### src/sv/fic_pkg.sv
package fic_pkg;

  localparam int TransformSize = 1024;
  localparam int HalfSize      = TransformSize / 2;
  localparam int AddrBits      = $clog2(HalfSize);
  localparam int CountBits     = AddrBits + 1;
  localparam int PAddrBits     = $clog2(TransformSize);
  localparam int CoeffBits     = 16;
  localparam int ProdBits      = 40;
  localparam int MulBits       = 2 * CoeffBits;
  localparam int AccBits       = ProdBits + 1;

  typedef enum logic [1:0] {
    FUNC_LOAD_A  = 2'd0,
    FUNC_LOAD_B  = 2'd1,
    FUNC_COMPUTE = 2'd2,
    FUNC_READ    = 2'd3
  } func_t;

  // control that travels with one term through the MAC pipeline
  typedef struct packed {
    logic                 valid;
    logic                 zero;
    logic                 last;
    logic [PAddrBits-1:0] k;
  } mac_ctl_t;

endpackage

### src/sv/fic_mac.sv
module fic_mac (
  input  logic                               clk,
  input  logic                               rst,
  input  fic_pkg::mac_ctl_t                  ctl,
  input  logic signed [fic_pkg::CoeffBits-1:0] a,
  input  logic signed [fic_pkg::CoeffBits-1:0] b,
  output logic                               wr_valid,
  output logic [fic_pkg::PAddrBits-1:0]      wr_addr,
  output logic signed [fic_pkg::ProdBits-1:0] wr_data
);
  import fic_pkg::*;

  localparam logic signed [AccBits-1:0] PMax =
    AccBits'({1'b0, {(ProdBits-1){1'b1}}});

  mac_ctl_t                  ctl_m;
  logic signed [MulBits-1:0] a_w;
  logic signed [MulBits-1:0] b_w;
  logic signed [MulBits-1:0] mul;
  logic signed [AccBits-1:0] acc;
  logic signed [AccBits-1:0] acc_next;

  // sign-extend the operands to the full product width
  assign a_w      = a;
  assign b_w      = b;
  assign acc_next = acc + AccBits'(mul);

  always_ff @(posedge clk) begin
    if (rst) begin
      ctl_m.valid <= 1'b0;
      wr_valid    <= 1'b0;
      acc         <= '0;
    end else begin
      ctl_m <= ctl;
      mul   <= ctl.zero ? '0 : a_w * b_w;
      wr_valid <= ctl_m.valid && ctl_m.last;
      if (ctl_m.valid) begin
        if (ctl_m.last) begin
          acc     <= '0;
          wr_addr <= ctl_m.k;
          // only the top bound is reachable
          wr_data <= (acc_next > PMax) ? PMax[ProdBits-1:0] : acc_next[ProdBits-1:0];
        end else begin
          acc <= acc_next;
        end
      end
    end
  end
endmodule

### config.mk
export PLATFORM = sky130hd
export DESIGN_NAME = fic_mac
export DESIGN_NICKNAME = d
export VERILOG_FILES = /design/src/sv/fic_pkg.sv /design/src/sv/fic_mac.sv
export SDC_FILE = /design/constraint.sdc
export NUM_CORES = 1
export LEC_CHECK = 0
export ABC_AREA = 1
export BUFFER_PORTS_ARGS = -buffer_cell sky130_fd_sc_hd__buf_2
export CAP_MARGIN = 20
export CORE_UTILIZATION = 45
export DETAILED_ROUTE_END_ITERATION = 16
export HOLD_SLACK_MARGIN = 0.02
export PLACE_DENSITY_LB_ADDON = 0.12
export SKIP_LAST_GASP = 1
export SYNTH_ARGS = -nofsm -noshare
export SYNTH_HDL_FRONTEND = slang
export SYNTH_SLANG_ARGS = --single-unit
### constraint.sdc
create_clock -name clk -period 8.4 [get_ports clk]
set_clock_uncertainty 0.2 [all_clocks]
set_input_delay 0.42 -clock clk [delete_from_list [all_inputs] [get_ports clk]]
set_output_delay 0.42 -clock clk [all_outputs]
set_load 0.02 [all_outputs]
==> flow_metrics.env <==
export IMPL_outcome="finished, final reports clean"
export IMPL_drc=0
export IMPL_synth_ff_latch_count=136
export IMPL_final_area_sq_mm=0.02017
export IMPL_grt_overflow_total=0
export IMPL_setup_viol=0
export IMPL_first_iter_violations=774
export IMPL_hold_buffers=12
export IMPL_fillers=4137
export IMPL_worstHoldPathType="in2reg"
export IMPL_io_buffers=97
export IMPL_yosys_top_cells_area="fa_1 28%, nand2_1 16%, edfxtp_1 15%"
export IMPL_ant_nets=0
export IMPL_max_freq_mhz=164.0
export IMPL_avgViaCountPerCell=4.844
export IMPL_worstMarginPinSlew_ns=0.9303
export IMPL_drtPass1Iterations=8
export IMPL_cts_num_sinks=136
export IMPL_path_clk_slew_ns=0.06
export IMPL_post_synth_top_count_cell="nand2_1"
export IMPL_placed_area_sq_mm=0.01948
export IMPL_synth_seq_area_share=0.1964
export IMPL_hold_viol_final=0
export IMPL_period_share=0.7259
export IMPL_crit_type="in2reg"
export IMPL_grt_pass1_vias=15764
export IMPL_path_max_fanout=16
export IMPL_setup_tns_final_ns=0
export IMPL_wirelength_um=48640
export IMPL_ys_types=35
export IMPL_synth_edf_count=93
export IMPL_netlist_area_sq_mm=0.01861
export IMPL_multi_input_area_sq_mm=0.01220
export IMPL_rrSetupSlack_ns=4.90
export IMPL_setup_worst_path_start_class="primary input"
export IMPL_yosys_area_top_type="fa_1"
export IMPL_track_usage=0.2445
export IMPL_core_region_area_sq_mm=0.04083
export IMPL_netlist_area_leader_share=0.2830
export IMPL_worstPathArrival_ns=6.10
export IMPL_drive_gt1_frac=0.06965
export IMPL_io_pins=98
export IMPL_cts_root_buffer="clkbuf_16"
export IMPL_wl_per_cell_um=15.68
export IMPL_diodes=0
export IMPL_synth_nets=2935
export IMPL_regArea_sq_mm=0.003654
export IMPL_clk_path_buf_depth=2
export IMPL_grt_max_degree=45
export IMPL_die_area_sq_mm=0.04216
export IMPL_dp_slack_ns=1.874
export IMPL_fin_nets=2989
export IMPL_ys_flop_type="edfxtp_1"
export IMPL_cts_repair_resized=0
export IMPL_row_count=74
export IMPL_post_cts_buffers=0
export IMPL_syn_area_per_cell_sq_um=7.434
export IMPL_syn_inst=2503
export IMPL_area_growth_pct=8.412
export IMPL_rsz0062_at_grt="false"
export IMPL_relSlewSlack=0.3791
export IMPL_grt_pass1_wl_um=80060
export IMPL_period_needed_ns=6.097
export IMPL_slew_violations=0
export IMPL_hpwl_um=40630
export IMPL_clkLatencyLatePin_ns=0.45
export IMPL_endpoint_kind="flop"
export IMPL_ys_warn_count=0
export IMPL_fin_ws_ns=2.303
export IMPL_dieHeight_um=205.3
export IMPL_routed_via_count=15025
export IMPL_critPathRequiredTime_ns=8.40
export IMPL_ys_top_cells_by_count="775 x nand2_1, 643 x inv_1, 263 x fa_1"
export IMPL_antenna_found_initial=0
export IMPL_htreeDepth=4
export IMPL_synthArstFlopShare=0
export IMPL_start_util=0.4557
export IMPL_cts_buffers=17
export IMPL_place_congestion=0.9480
export IMPL_die_x_um=205.3
export IMPL_cts_tree="built"
export IMPL_maxCapViolations=0
[worst max-delay path: stages]
cell      delay, ns
buf_2          0.31
nand2_1        0.16
inv_1          0.15
fa_1           0.55
fa_1           0.83
fa_1           0.51
fa_1           0.51
fa_1           0.49
inv_1          0.05
fa_1           0.47
inv_1          0.04
ha_1           0.40
nand2_1        0.12
nor2_1         0.31
nand2_1        0.14
inv_1          0.08
nand4_1        0.12
o211ai_1       0.23
nand2_1        0.09
nand2_1        0.07
nor2_1         0.05
[metal layers]
layer,track usage,wire length (um),vias up,part of all wire
li1,-,-,7459,-
met1,0.2986,20890,7086,0.43
met2,0.4318,23930,382,0.49
met3,0.03183,2030,98,0.042
met4,0.1034,1790,0,0.037
met5,0,0,-,0
[cells by family (layout without fill, tap and decap cells)]
| family | count (synthesis) | in the layout | synth area share |
|---|---|---|---|
| xor+xnor | 24 | 24 | 0.01130 |
| buf+inv | 728 | 795 | 0.1483 |
| fa+ha+maj | 385 | 385 | 0.3650 |
| flops | 136 | 136 | 0.1964 |
| simple gates | 1061 | 1061 | 0.2299 |
| compound gates | 169 | 169 | 0.04909 |
[placed cells by master (no fill, tap or decap), drive strengths merged, types with 2 or more instances in the layout]
| cell type | Yosys | routed |
|---|---|---|
| fa | 263 | 263 |
| edfxtp | 93 | 93 |
| nor2 | 157 | 157 |
| a21oi | 112 | 112 |
| nand4 | 18 | 18 |
| buf | 7 | 102 |
| nand3b | 11 | 11 |
| a21o | 2 | 2 |
| a21boi | 4 | 4 |
| clkbuf | 72 | 18 |
| inv | 649 | 655 |
| clkinv | 0 | 6 |
| nand2 | 791 | 791 |
| xor2 | 11 | 11 |
| nor3 | 7 | 7 |
| dfxtp | 43 | 43 |
| o21bai | 10 | 10 |
| o211ai | 4 | 4 |
| o21ai | 31 | 31 |
| dlygate4sd3 | 0 | 12 |
| ha | 122 | 122 |
| nand3 | 67 | 67 |
| xnor2 | 13 | 13 |
| o21a | 5 | 5 |
| or2 | 9 | 9 |
[flip-flops by register name, summed over array words and instances (netlist names)]
register / cells
acc: 41
wr_data: 40
mul: 32
ctl_m: 12
wr_addr: 10
wr_valid: 1
[final cells by class]
class,instances,area share
Clock buffer,18,0.02128
Sequential cell,136,0.1811
Timing Repair Buffer,114,0.03188
Inverter,649,0.1208
Tap cell,532,0.03300
Multi-Input combinational cell,1639,0.6050
Clock inverter,14,0.007009
[path summary, 6_finish.rpt]
path / from / endpoint / cells after the start
hold / removal: ctl[11] / mul[14] / 2
hold reg to reg: ctl_m[6] / wr_addr[6] / 0
setup / recovery: b[1] / mul[25] / 21
setup reg to reg: mul[0] / wr_data[21] / 11
[stage by stage]
| step | hold WS, ns | instances | util |
|---|---|---|---|
| 2_1_floorplan | 0.2003 | 2503 | - |
| 3_3_place_gp | 0.2001 | 3058 | 0.4771 |
| 3_5_place_dp | 0.2045 | 3058 | 0.4771 |
| 4_1_cts | 0.1863 | 3102 | 0.4940 |
| 5_1_grt | 0.2021 | 3102 | 0.4940 |
| 6_report | 0.2014 | 3102 | 0.4940 |
Power is left out: the tool's default activity adds up to more than one toggle a clock period on the data nets, which glitch-free logic cannot reach.
